## config.mk

```make
export PLATFORM = sky130hd
export DESIGN_NAME = bpfa_map
export DESIGN_NICKNAME = d
export VERILOG_FILES = /design/src/bpfa_pkg.sv /design/src/bpfa_map.sv
export SDC_FILE = /design/constraint.sdc
export NUM_CORES = 2
export LEC_CHECK = 0
export BUFFER_PORTS_ARGS = -buffer_cell sky130_fd_sc_hd__buf_2
export CAP_MARGIN = 10
export CORE_MARGIN = 4
export CORE_UTILIZATION = 45
export DETAILED_ROUTE_END_ITERATION = 12
export GPL_TIMING_DRIVEN = 0
export HOLD_SLACK_MARGIN = 0.12
export SLEW_MARGIN = 20
export SYNTH_ARGS = -nofsm -noshare
export SYNTH_HDL_FRONTEND = slang
export SYNTH_SLANG_ARGS = --single-unit
```

## constraint.sdc

```tcl
create_clock -name clk -period 4.33 [get_ports clk]
set_clock_uncertainty 0.1 [all_clocks]
set_input_delay 0.866 -clock clk [delete_from_list [all_inputs] [get_ports clk]]
set_output_delay 0.866 -clock clk [all_outputs]
set_load 0.03 [all_outputs]
```

## src/bpfa_pkg.sv

```systemverilog
// ----------------------------------------------------------------------------
// bpfa_pkg
// Shared types and defaults for the bitmap page frame allocator.
// ----------------------------------------------------------------------------
package bpfa_pkg;

  localparam int WORD_BITS       = 32;
  localparam int NUM_PAGES_DEF   = 4096;
  localparam int MAX_RUN_DEF     = 16;
  localparam int PAGE_SHIFT_DEF  = 12;

  localparam int PAGE_IDX_W = 12;
  localparam int RUN_LEN_W  = 5;
  localparam int ADDR_W     = 64;

  typedef enum logic [1:0] {
    FUNC_ALLOC = 2'd0,
    FUNC_FREE  = 2'd1,
    FUNC_MARK  = 2'd2,
    FUNC_QUERY = 2'd3
  } func_t;

  typedef struct packed {
    func_t                 func;
    logic [PAGE_IDX_W-1:0] page_index;
    logic [RUN_LEN_W-1:0]  run_length;
  } in_t;

  typedef struct packed {
    logic [ADDR_W-1:0] address;
    logic              ok;
    logic              page_free;
  } out_t;

  // Outcome of evaluating one map word during a run search
  typedef struct packed {
    logic       hit;
    logic [4:0] pos;  // bit of the current word where the run ends
  } scan_res_t;

endpackage

```

## src/bpfa_map.sv

```systemverilog
// ----------------------------------------------------------------------------
// bpfa_map
// Used-page map storage: one write port, one read port with registered data.
// ----------------------------------------------------------------------------
module bpfa_map
  import bpfa_pkg::*;
#(
  parameter int WORDS = 128,
  parameter int WAW   = 7
) (
  input  logic                 clk,
  input  logic [WAW-1:0]       rd_addr,
  output logic [WORD_BITS-1:0] rd_data,
  input  logic                 wr_en,
  input  logic [WAW-1:0]       wr_addr,
  input  logic [WORD_BITS-1:0] wr_data
);

  logic [WORD_BITS-1:0] mem [WORDS];

  always_ff @(posedge clk) begin
    if (wr_en) begin
      mem[wr_addr] <= wr_data;
    end
  end

  always_ff @(posedge clk) begin
    rd_data <= mem[rd_addr];
  end

endmodule

```

==> metrics.md <==
| Metric | Value |
|---|---|
| Initial Util | 45.2% |
| Final hold slack | 228 ps |
| Crit path kind | in -> reg |
| DRC marker count from the first detailed-route iteration | 9098 |
| DRC | 0 |
| Area grow syn2layout | 16.4% |
| Final net count | 6755 |
| Final Util | 52.6% |
| Slew margin rel. | 18.4% |
| Height of the chip | 597 um |
| HPWL Detailed | 283000 um |
| Maximum Capacitance Violations | 0 |
| Final Max Slew Viols | 0 |
| Post-synth net total | 6038 |
| Fill count | 25793 |
| Bufs on Longest Clock Path | 4 |
| DRT Pass-1 Iters | 6 |
| Total GRT Usage | 22.7% |
| CP arrival | 4970 ps |
| Core area | 0.346 mm2 |
| Vias in the first global route | 71089 |
| Period minus WS final | 4290 ps |
| Slowest library cell on the worst path | clkbuf_1 |
| Worst R2R Start | mem[23][9] |
| Post-route ant nets | 0 |
| CTS Buf Count | 402 |
| Register area | 0.124 mm2 |
| CP Depth | 9 |
| Largest net degree at the start of global routing | 83 |
| Leak pwr | 55.7 nW |
| Max IR drop VDD | 0.322 mV |
| Setup-failing EPs final | 0 |
| Clock Root Buffer | clkbuf_16 |
| Row count | 216 |
| Critical Path RT | 5010 ps |
| Synth warn | 0 |
| CTS tree | done |
| R2R setup slack | 1480 ps |
| Grt total ovfl | 0 |
| Vias | 70223 |
| Syn avg cell area | 26.1 um2 |
| Startpoint Class | primary input |
| Reg clk slew, reported paths | 70 ps |
| Worst Setup SP | rd_addr[2] |
| CP dominant cell by count | mux4_2 |
| Critical path, cell by cell | clkbuf_1 -> buf_2 -> clkbuf_2 -> buf_12 -> clkbuf_1 -> mux4_2 -> mux4_2 -> mux4_2 -> mux2_2 |
| RR Endpoint | rd_data[9] |
| Status | complete, no violations |
| Sink Count | 4128 |
| Netlist cell types | 17 |
| Die X-Extent | 597 um |
| Max FO, Critical Path | 10 |
| CP top delay family | buffers and inverters |
| Hold Crit Start | wr_data[0] |
| Die area | 0.357 mm2 |
| WL/cell | 34.7 um |
| CP bufs+invs | 5 |
| R2R cell count | 4 |
| Post-CTS Hold Buffers | 0 |
| Htree depth | 5 |
| Area of the multi-input gates | 0.0323 mm2 |
| First-pass GRT wire length | 567000 um |
| Post-Syn Instances | 5990 |
| Crit. End Element | flip-flop |
| CP max stage delay | 670 ps |
| #FFs+latches synth | 4128 |
| I/O Buffers | 68 |
| Final Total Pwr | 83.6 mW |
| Vias per std cell | 6.01 |
| Placed Cells incl. Taps | 10883 |
| Unrepaired setup endpoints after global routing | no |
| Post-synthesis cell area | 0.156 mm2 |
| Power per Cell Area | 459 mW/mm2 |
| Layout cell share with drive strength beyond 1 | 35.8% |
| Fin cells | 11688 |
| Gpl congestion | 0.920 |
| I/O Pins | 80 |
| Final Cycle Share | 99.0% |
| Slew @ Worst Pin | 1220 ps |
| Worst setup path endpoint | rd_data[28] |
| Max Clock Freq | 233 MHz |
| DRT Wirelength | 405000 um |
| Final Hold Viols | 0 |
| Worst min path class | in -> reg |
| Clock Latency Late Sink | 950 ps |
| Initial antenna violation count | 57 |
| Post-CTS setup buffer count | 0 |
| Sequential area share after synthesis | 79.1% |
-- worst min-delay path by stage --
stage / slack, ps / cells past startpoint / to
2_1_floorplan: 860 / 0 / mem[0][0]
3_3_place_gp: 1040 / 4 / rd_data[12]
3_5_place_dp: 1040 / 4 / rd_data[12]
4_1_cts: 150 / 1 / mem[23][0]
5_1_grt: 180 / 1 / mem[7][0]
6_report: 230 / 1 / mem[2][0]
-- what timing repair did --
action / 4_1_cts / 5_1_grt
pin swaps: 0 / 0
setup endpoints to repair: 26 / 15
gates resized for setup: 7 / 6
-- worst reg2reg max path, cell delays in order, from the launching register on --
cell,delay [ps]
edfxtp_1,380
mux4_2,510
mux4_2,630
mux4_2,730
mux2_2,400
-- cells in the mapped netlist (all sizes together) --
| library cell | count | area [um2] |
|---|---|---|
| edfxtp | 4096 | 123000 |
| mux4 | 1344 | 30300 |
| clkbuf | 182 | 683 |
| buf | 134 | 628 |
| nor2 | 122 | 458 |
| dfxtp | 32 | 641 |
| mux2 | 32 | 360 |
| nand2 | 14 | 52.6 |
| nand3 | 12 | 60.1 |
| nor3 | 9 | 45.0 |
| nor2b | 7 | 43.8 |
| nand4 | 3 | 18.8 |
| nand2b | 2 | 12.5 |
| or3 | 1 | 6.26 |
-- cell type report --
cell class | count | share of cell area, %
flip-flops and latches | 4128 | 67.9
diodes | 78 | 0.107
clock inverters | 232 | 1.23
well taps | 4578 | 3.15
multi-input cells | 1546 | 17.7
clock buffers | 497 | 5.90
repair buffers | 315 | 3.18
plain buffers | 314 | 0.758
-- where the power goes --
part / leakage, nW / switching [mW] / internal [mW]
Combinational: 12.3 / 3.01 / 1.73
Sequential: 37.1 / 0.0523 / 44.1
Clock: 6.36 / 14.7 / 20.0
Total: 55.7 / 17.8 / 65.8
-- sequential cells by signal (all words and copies together), names as in the netlist --
signal   cells
mem       4096
rd_data     32
-- cells in the final DEF, fill, tap and decap left out, drive strengths merged --
cell	Yosys	routed
buf	134	440
nand4	3	3
clkinvlp	0	5
nor3	9	9
clkinv	0	174
clkbuf	182	686
nand2b	2	2
nor2b	7	7
mux2	32	32
or3	1	1
bufinv	0	40
edfxtp	4096	4096
diode	0	78
nand3	12	12
mux4	1344	1344
nor2	122	122
inv	0	13
dfxtp	32	32
nand2	14	14
-- per-stage QoR --
step | instance area [um2] | setup WS (ps) | setup TNS, ps
after floorplan | 156000 | 125 | 0
after global placement | 162000 | -3550 | -6540690
after detailed placement | 169000 | -1170 | -41640
after CTS | 182000 | 14.1 | 0
after global routing | 182000 | 0.784 | 0
final | 182000 | 42.7 | 0
-- metal layers --
metal	global-route usage, %	vias to the layer above	part of all wire (%)
met5	0	-	0.0084
li1	-	27971	-
met1	31.9	38636	39
met2	35.9	3119	48
met3	5.47	493	9.4
met4	6.79	4	3.2
-- cells by family after synthesis --
logic type / synth area share (%)
muxes: 19.6
buffers and inverters: 0.839
DFF: 79.1
and+or+nand+nor: 0.446
Note: power is estimated with default switching activity, not from simulation.
