==> config.mk <==
export PLATFORM = sky130hd
export DESIGN_NAME = bpfa_scan
export DESIGN_NICKNAME = d
export VERILOG_FILES = /design/src/bpfa_pkg.sv /design/src/bpfa_scan.sv
export SDC_FILE = /design/constraint.sdc
export NUM_CORES = 1
export LEC_CHECK = 0
export BUFFER_PORTS_ARGS = -buffer_cell sky130_fd_sc_hd__buf_2
export CORE_ASPECT_RATIO = 1.75
export CORE_MARGIN = 1.5
export CORE_UTILIZATION = 63
export DETAILED_ROUTE_END_ITERATION = 10
export PLACE_DENSITY = 0.85
export SLEW_MARGIN = 20
export SYNTH_ARGS = -nofsm -noshare
export SYNTH_HDL_FRONTEND = slang
export SYNTH_SLANG_ARGS = --single-unit
==> constraint.sdc <==
create_clock -name vclk -period 4.28
set_clock_uncertainty 0.2 [all_clocks]
set_input_delay 0.642 -clock vclk [all_inputs]
set_output_delay 0.642 -clock vclk [all_outputs]
set_load 0.005 [all_outputs]
==> src/bpfa_pkg.sv <==
// ----------------------------------------------------------------------------
// bpfa_pkg
// Shared types and defaults for the bitmap page frame allocator.
// ----------------------------------------------------------------------------
package bpfa_pkg;

  localparam int WORD_BITS       = 32;
  localparam int NUM_PAGES_DEF   = 4096;
  localparam int MAX_RUN_DEF     = 16;
  localparam int PAGE_SHIFT_DEF  = 12;

  localparam int PAGE_IDX_W = 12;
  localparam int RUN_LEN_W  = 5;
  localparam int ADDR_W     = 64;

  typedef enum logic [1:0] {
    FUNC_ALLOC = 2'd0,
    FUNC_FREE  = 2'd1,
    FUNC_MARK  = 2'd2,
    FUNC_QUERY = 2'd3
  } func_t;

  typedef struct packed {
    func_t                 func;
    logic [PAGE_IDX_W-1:0] page_index;
    logic [RUN_LEN_W-1:0]  run_length;
  } in_t;

  typedef struct packed {
    logic [ADDR_W-1:0] address;
    logic              ok;
    logic              page_free;
  } out_t;

  // Outcome of evaluating one map word during a run search
  typedef struct packed {
    logic       hit;
    logic [4:0] pos;  // bit of the current word where the run ends
  } scan_res_t;

endpackage

==> src/bpfa_scan.sv <==
// ----------------------------------------------------------------------------
// bpfa_scan
// Finds the lowest bit of the current map word where a free run of the
// requested length ends, looking back into the previous word.
// ----------------------------------------------------------------------------
module bpfa_scan
  import bpfa_pkg::*;
(
  input  logic [WORD_BITS-1:0] cur_free,
  input  logic [WORD_BITS-1:0] prev_free,
  input  logic [RUN_LEN_W-1:0] run_len,
  output scan_res_t            res
);

  logic [2*WORD_BITS-1:0] pw [RUN_LEN_W];
  logic [2*WORD_BITS-1:0] acc;
  logic [WORD_BITS-1:0]   hits;
  logic [4:0]             off;

  always_comb begin
    // pw[k] bit j: 2**k free pages end at position j
    pw[0] = {cur_free, prev_free};
    for (int k = 1; k < RUN_LEN_W; k++) begin
      pw[k] = pw[k-1] & (pw[k-1] << (1 << (k-1)));
    end
    // stitch power-of-two segments into one run of run_len pages
    acc = '1;
    for (int b = 0; b < RUN_LEN_W; b++) begin
      off = run_len & 5'((1 << b) - 1);
      if (run_len[b]) begin
        acc = acc & (pw[b] << off);
      end
    end
    hits = acc[2*WORD_BITS-1:WORD_BITS];
    res.hit = |hits;
    res.pos = '0;
    for (int i = WORD_BITS - 1; i >= 0; i--) begin
      if (hits[i]) begin
        res.pos = 5'(i);
      end
    end
  end

endmodule
==> results of run 1 <==
## stage by stage
| step | util (%) | hold slack [ns] | cells | setup slack [ns] |
|---|---|---|---|---|
| after global placement | 86.2 | 1.74 | 1441 | -0.222 |
| after detailed placement | 86.2 | 1.79 | 1441 | -0.379 |
| after CTS | 93.7 | 1.78 | 1463 | -0.0334 |
| after floorplan | - | 1.59 | 1067 | 0.236 |
## cells in the mapped netlist, types with 10 or more instances
cell type	instances
o21ai_0	69
nand2b_1	11
mux2i_1	50
nand4_1	55
nand3_1	77
inv_1	11
clkbuf_1	44
and4_1	15
nor2_1	101
nand2_1	86
or2_2	12
nor4_1	33
buf_1	12
and3_1	12
o31ai_1	12
a22oi_1	14
a211oi_1	20
nor3_1	64
o211ai_1	21
a31oi_1	13
o22ai_1	29
buf_2	48
a21oi_1	54
a32oi_1	10
## routing by layer
layer	overflow	GRT usage (%)
met3	3	60.0
met2	823	134
met4	174	107
met5	0	10.5
met1	5	87.6
## kinds of logic after synthesis
group           synth area share [%]
compound gates                  39.9
mux                             10.3
buf+inv                         8.50
simple gates                    41.3
## what timing repair did
action | 4_1_cts
gates cloned | 1
pin swaps | 22
setup endpoints to repair | 6
setup buffers | 21
resized for setup | 122
==> impl_results.md, run 1 <==
* Initial Utilization at 64.3%
* Top-area cell type share of the netlist area at 7.61%
* DP HPWL at 29.8 mm
* Syn Area/Cell at 6.17 sq um
* Port bufs at 73
* Top cells by area, synth: mux2i_1, nand3_1, nor2_1
* Syn Nets at 1136
* Die width at 80.2 microns
* Placer congestion estimate at 1.30
* Hold Buf Count CTS at 0
* # IOs at 75
* Syn. warnings at 0
* Total congestion overflow at 1005
* Post-synthesis cell count at 1067
* Error: [ERROR GRT-0116] Global routing finished with congestion. Check the congestion regions in the DRC Viewer.
* Placed instance area at 8830 sq um
* Outcome: aborted with a tool error
* Leading area contributor after synthesis: mux2i_1
* Overall die height at 138 microns
* Cell Area, Synth at 6580 sq um
* Vias in the first global route at 14871
* First-pass GRT wire length at 83.9 mm
* Total GRT Usage at 96.5%
* Failing step: 5_1_grt
* Largest net degree at the start of global routing at 61
* Share of the yosys chip area belonging to registers at 0%
* Synth cell types at 80
* Standard-cell rows at 49
==> inputs of run 2 (changes only) <==
CORE_ASPECT_RATIO = not set   (was 1.75)
CORE_UTILIZATION = 40   (was 63)
PLACE_DENSITY = not set   (was 0.85)
PLACE_DENSITY_LB_ADDON = 0.15   (was not set)
==> impl_results.md, run 2 <==
* Setup TNS at -0.180 ns
* Die area at 17200 sq um
* Top cells by area, synth: mux2i_1, nand3_1, nor2_1
* Largest net degree at the start of global routing at 68
* Initial DRC Count at 1144
* Seq Cell Count at 0
* Final antenna-violating net count at 0
* Port bufs at 73
* Share of the yosys chip area belonging to registers at 0%
* Placed cell count at 1600
* Post-synthesis cell count at 1067
* Critical Path Stages at 15
* Initial antenna violation count at 0
* First-pass GRT wire length at 56.0 mm
* Leakage at 0.00391 uW
* Standard-cell rows at 46
* Crit path buffers/inverters at 4
* Overall die height at 131 microns
* Max stage delay on crit path at 0.44 ns
* Worst path cell trace: buf_2 -> nand4_1 -> buf_4 -> nor3_2 -> a21oi_1 -> o311ai_2 -> a21oi_1 -> a211oi_1 -> buf_4 -> o21bai_1 -> o211ai_1 -> o221a_2 -> o21ai_1 -> a31oi_1 -> buf_2
* Highest-delay cell along the critical path: o311ai_2
* Worst VDD drop at 0.0512 mV
* Leading area contributor after synthesis: mux2i_1
* Hold Path Cell Cnt at 6
* Vias in the first global route at 10395
* Non-filler instance count after layout at 1612
* Part of the power in registers at 0%
* WP data required at 3.44 ns
* Synth-to-Final Area Change at 56.6%
* Via count at 10884
* Achievable Freq at 229 MHz
* Post-Route WL at 36.1 mm
* Start point of the critical path: cur_free[7]
* CP max FO at 8
* Sw Share at 57.2%
* Top-area cell type share of the netlist area at 7.61%
* Cell Pwr Density at 83.7 nW/um^2
* # diodes at 0
* Fin nets at 1467
* Fraction of layout cells with a size suffix above 1 at 41.7%
* Fillers at 1577
* Cell Area, Synth at 6580 sq um
* Max Cap Viol at 0
* DP HPWL at 28.7 mm
* Initial Utilization at 41.1%
* Clock buffer cells at 0
* Total GRT Usage at 39.8%
* Fin crit period at 4.36 ns
* Placer congestion estimate at 0.994
* Final Setup Violations at 4
* Crit share post-route at 102%
* Internal power at 369 uW
* Top Family by Delay on Critical Path: compound AO/OA/AOI/OAI gates
* Initial DRT Pass Iterations at 7
* Design area at 10300 sq um
* NetSw at 494 uW
* WP data arrival at 3.52 ns
* Final Hold Viols at 0
* Top cells by count, synth: nor2_1, nand2_1, nand3_1
* Outcome: complete, but fails checks
* Failing checks: setup timing
* Crit path launch type: input port
* RSZ-0062 raised after global routing: true
* Commonest non-fill, non-tap cells in the layout: buf_4, nor2_1, nand2_1
* Hold Startpoint: cur_free[0]
* Worst rel slew slack at 55.5%
* Synth cell types at 80
* Core Region at 16000 sq um
* Hold slack at 1.96 ns
* Count leader, synth: nor2_1
* Syn. warnings at 0
* WS Path Type: in -> out
* Syn Nets at 1136
* Clk pwr share at 0%
* Portion of total power attributed to combinational logic at 100.0%
* Syn Area/Cell at 6.17 sq um
* Final max-slew violation count at 0
* Multi-input logic area at 6620 sq um
* Worst-Margin Slew at 0.660 ns
* # IOs at 75
* CP Capture Type: output port
* Commonest non-fill, non-tap cell in the layout: buf_4
* Total congestion overflow at 0
* Final WS setup at -0.0849 ns
* Routed len/inst at 22.4 microns
* DRC Markers at 0
* Die width at 131 microns
* Min-Delay Path Class: in -> out
* Reg area at 0 sq um
* Via/cell ratio at 6.75
* Placed instance area at 9510 sq um
[run 2: cell counts after synthesis]
Identical to the previous run, type by type.
[run 2: area by class of cell]
cell class / instances / area share (%)
tap: 216 / 2.62
inverter: 12 / 0.437
timing repair buffer: 441 / 32.7
multi-input combinational: 943 / 64.2
[run 2: what timing repair did]
item,in CTS,in global routing
gates resized for setup,80,75
setup buffers,4,8
cloned,0,0
hold buffers,0,0
setup endpoints to repair,6,6
hold endpoints to repair,0,0
pin swaps,14,18
[run 2: power groups by stage]
stage | logic (uW) | clock network (uW) | registers, uW
floorplan | 407 | 0 | 0
global placement | 768 | 0 | 0
detailed placement | 773 | 0 | 0
CTS | 806 | 0 | 0
global route | 916 | 0 | 0
finish | 862 | 0 | 0
[run 2: per-stage QoR]
stage / util, % / worst slack (ns) / power (uW)
2_1_floorplan: - / 0.236 / 407
3_3_place_gp: 59.4 / -0.379 / 768
3_5_place_dp: 59.4 / -0.364 / 773
4_1_cts: 61.8 / -0.0441 / 806
5_1_grt: 64.4 / -0.246 / 916
6_report: 64.4 / -0.0849 / 862
[run 2: worst paths after layout]
| kind | to | slack (ns) |
|---|---|---|
| max | res[0] | -0.08 |
| min | res[0] | 1.96 |
[run 2: routing by layer]
layer	vias to the layer above	routed length (microns)	track usage (%)
met5	-	0	0
met4	0	2960	26.8
met1	5080	13700	46.1
met2	646	17100	70.3
met3	175	2370	2.55
li1	4983	-	-
[run 2: worst min-delay path, delay by kind of cell]
family,cells,cell delay (ns)
compound gates,2,0.25
buf+inv,3,0.36
simple gates,1,0.25
[run 2: kinds of logic (layout without fill, tap and decap cells)]
group | after synthesis | count (layout) | synth area share, %
AO/OA/AOI/OAI | 370 | 370 | 39.9
buffers and inverters | 124 | 453 | 8.50
multiplexers | 60 | 60 | 10.3
AND/OR/NAND/NOR | 513 | 513 | 41.3
(Power assumes the default switching activity.)
==> inputs of run 3 (changes only) <==
CORE_ASPECT_RATIO = 0.5   (was not set)
SKIP_LAST_GASP = 1   (was not set)
==> impl_results.md, run 3 (same netlist as run 2, synthesis figures left out) <==
* Outcome: complete, but fails checks
* Failing checks: setup timing
* WP data arrival at 3.63 ns
* DRC Markers at 0
* DP HPWL at 29.4 mm
* Final antenna-violating net count at 0
* Seq Cell Count at 0
* Placed cell count at 1610
* Die area at 17300 sq um
* Synth-to-Final Area Change at 71.6%
* Crit path launch type: input port
* Initial DRC Count at 1552
* Port bufs at 73
* Commonest non-fill, non-tap cells in the layout: buf_4, nor2_1, nand2_1
* Initial Utilization at 41.8%
* Total congestion overflow at 0
* CP endpoint: res[0]
* First-pass GRT wire length at 57.1 mm
* Fin nets at 1505
* Vias in the first global route at 10180
* Sw Share at 57.1%
* Hold Buf Count CTS at 0
* CP max FO at 5
* Worst-Margin Slew at 0.492 ns
* Worst VDD drop at 0.0604 mV
* Leakage at 0.00427 uW
* Crit share post-route at 104%
* Final max-slew violation count at 0
* Via/cell ratio at 6.92
* Hold slack at 1.87 ns
* Final Setup Violations at 4
* Portion of total power attributed to combinational logic at 100.0%
* Non-filler instance count after layout at 1655
* # IOs at 75
* Start point of the critical path: prev_free[26]
* Worst rel slew slack at 67.1%
* Initial antenna violation count at 0
* Clock buffer cells at 0
* NetSw at 560 uW
* Overall die height at 93.7 microns
* Design area at 11300 sq um
* WP data required at 3.44 ns
* CP Capture Type: output port
* Fin crit period at 4.47 ns
* Cell Pwr Density at 86.8 nW/um^2
* Multi-input logic area at 7190 sq um
* Reg area at 0 sq um
* Final Util at 71.7%
* Clk pwr share at 0%
* Core Region at 15700 sq um
* Commonest non-fill, non-tap cell in the layout: buf_4
* # diodes at 0
* Final WS setup at -0.190 ns
* Largest net degree at the start of global routing at 65
* Internal power at 420 uW
* Fillers at 1375
* Placer congestion estimate at 1.02
* Placed instance area at 9520 sq um
* Standard-cell rows at 32
* WS Path Type: in -> out
* Min-Delay Path Class: in -> out
* Fraction of layout cells with a size suffix above 1 at 48.1%
* Initial DRT Pass Iterations at 6
* Total GRT Usage at 42.1%
* Max Cap Viol at 0
* Via count at 11450
* Achievable Freq at 224 MHz
* Routed len/inst at 23.5 microns
* Part of the power in registers at 0%
* Post-Route WL at 38.9 mm
* RSZ-0062 raised after global routing: true
* Final Hold Viols at 0
* Die width at 184 microns
## run 3: changes by cell type in the layout (fill, tap and decap cells not counted), moves of 6 or more
cell     change
buf_4       +27
nor2_1       -6
nor3_1      -11
mux2i_1      -8
nor3_2       +6
nor4_4       +8
o21ai_0     -12
a21oi_1      -6
a21oi_2      +6
o21ai_2      +6
## run 3: final cells by class
class	count	share of cell area, %
timing repair buffer	479	33.4
tap	221	2.45
inverter	12	0.454
multi-input combinational	943	63.7
## run 3: power by group through the flow
stage               registers, uW  logic, uW  clock network (uW)
floorplan                       0        407                   0
global placement                0        766                   0
detailed placement              0        778                   0
CTS                             0        829                   0
global route                    0       1020                   0
finish                          0        980                   0
## run 3: per-stage QoR
step / setup slack, ns / power (uW) / setup TNS, ns
floorplan: 0.236 / 407 / 0
global placement: -0.298 / 766 / -1.63
detailed placement: -0.375 / 778 / -1.83
CTS: -0.102 / 829 / -0.263
global route: -0.329 / 1020 / -0.928
finish: -0.190 / 980 / -0.342
## run 3: worst max-delay path: stages
cell      delay, ns
buf_8          0.09
nand4_4        0.09
or3_1          0.35
mux4_2         0.56
buf_6          0.16
o31ai_4        0.22
buf_4          0.15
o221a_4        0.20
nand2_2        0.07
a2111o_1       0.46
a211oi_4       0.23
o21ai_2        0.10
a31oi_1        0.16
buf_2          0.13
## run 3: worst min path at each step
| stage | slack [ns] | startpoint | to | cells past startpoint |
|---|---|---|---|---|
| floorplan | 1.59 | cur_free[1] | res[0] | 5 |
| global placement | 1.87 | cur_free[2] | res[0] | 8 |
| detailed placement | 1.89 | cur_free[2] | res[0] | 8 |
| CTS | 1.87 | cur_free[2] | res[0] | 8 |
| global route | 1.95 | cur_free[2] | res[0] | 8 |
| finish | 1.87 | cur_free[2] | res[0] | 8 |
## run 3: repair_timing
action | 4_1_cts | 5_1_grt
setup endpoints to repair | 6 | 6
pin swaps | 17 | 55
gates resized for setup | 99 | 195
setup buffers | 20 | 27
cloned | 0 | 2
## run 3: metal layers
metal,GRT usage (%),vias to the layer above,share of wire [%]
met5,0,-,0
met4,14.8,0,4.5
met3,4.81,164,11
met2,68.2,878,44
met1,57.8,5352,41
li1,-,5056,-
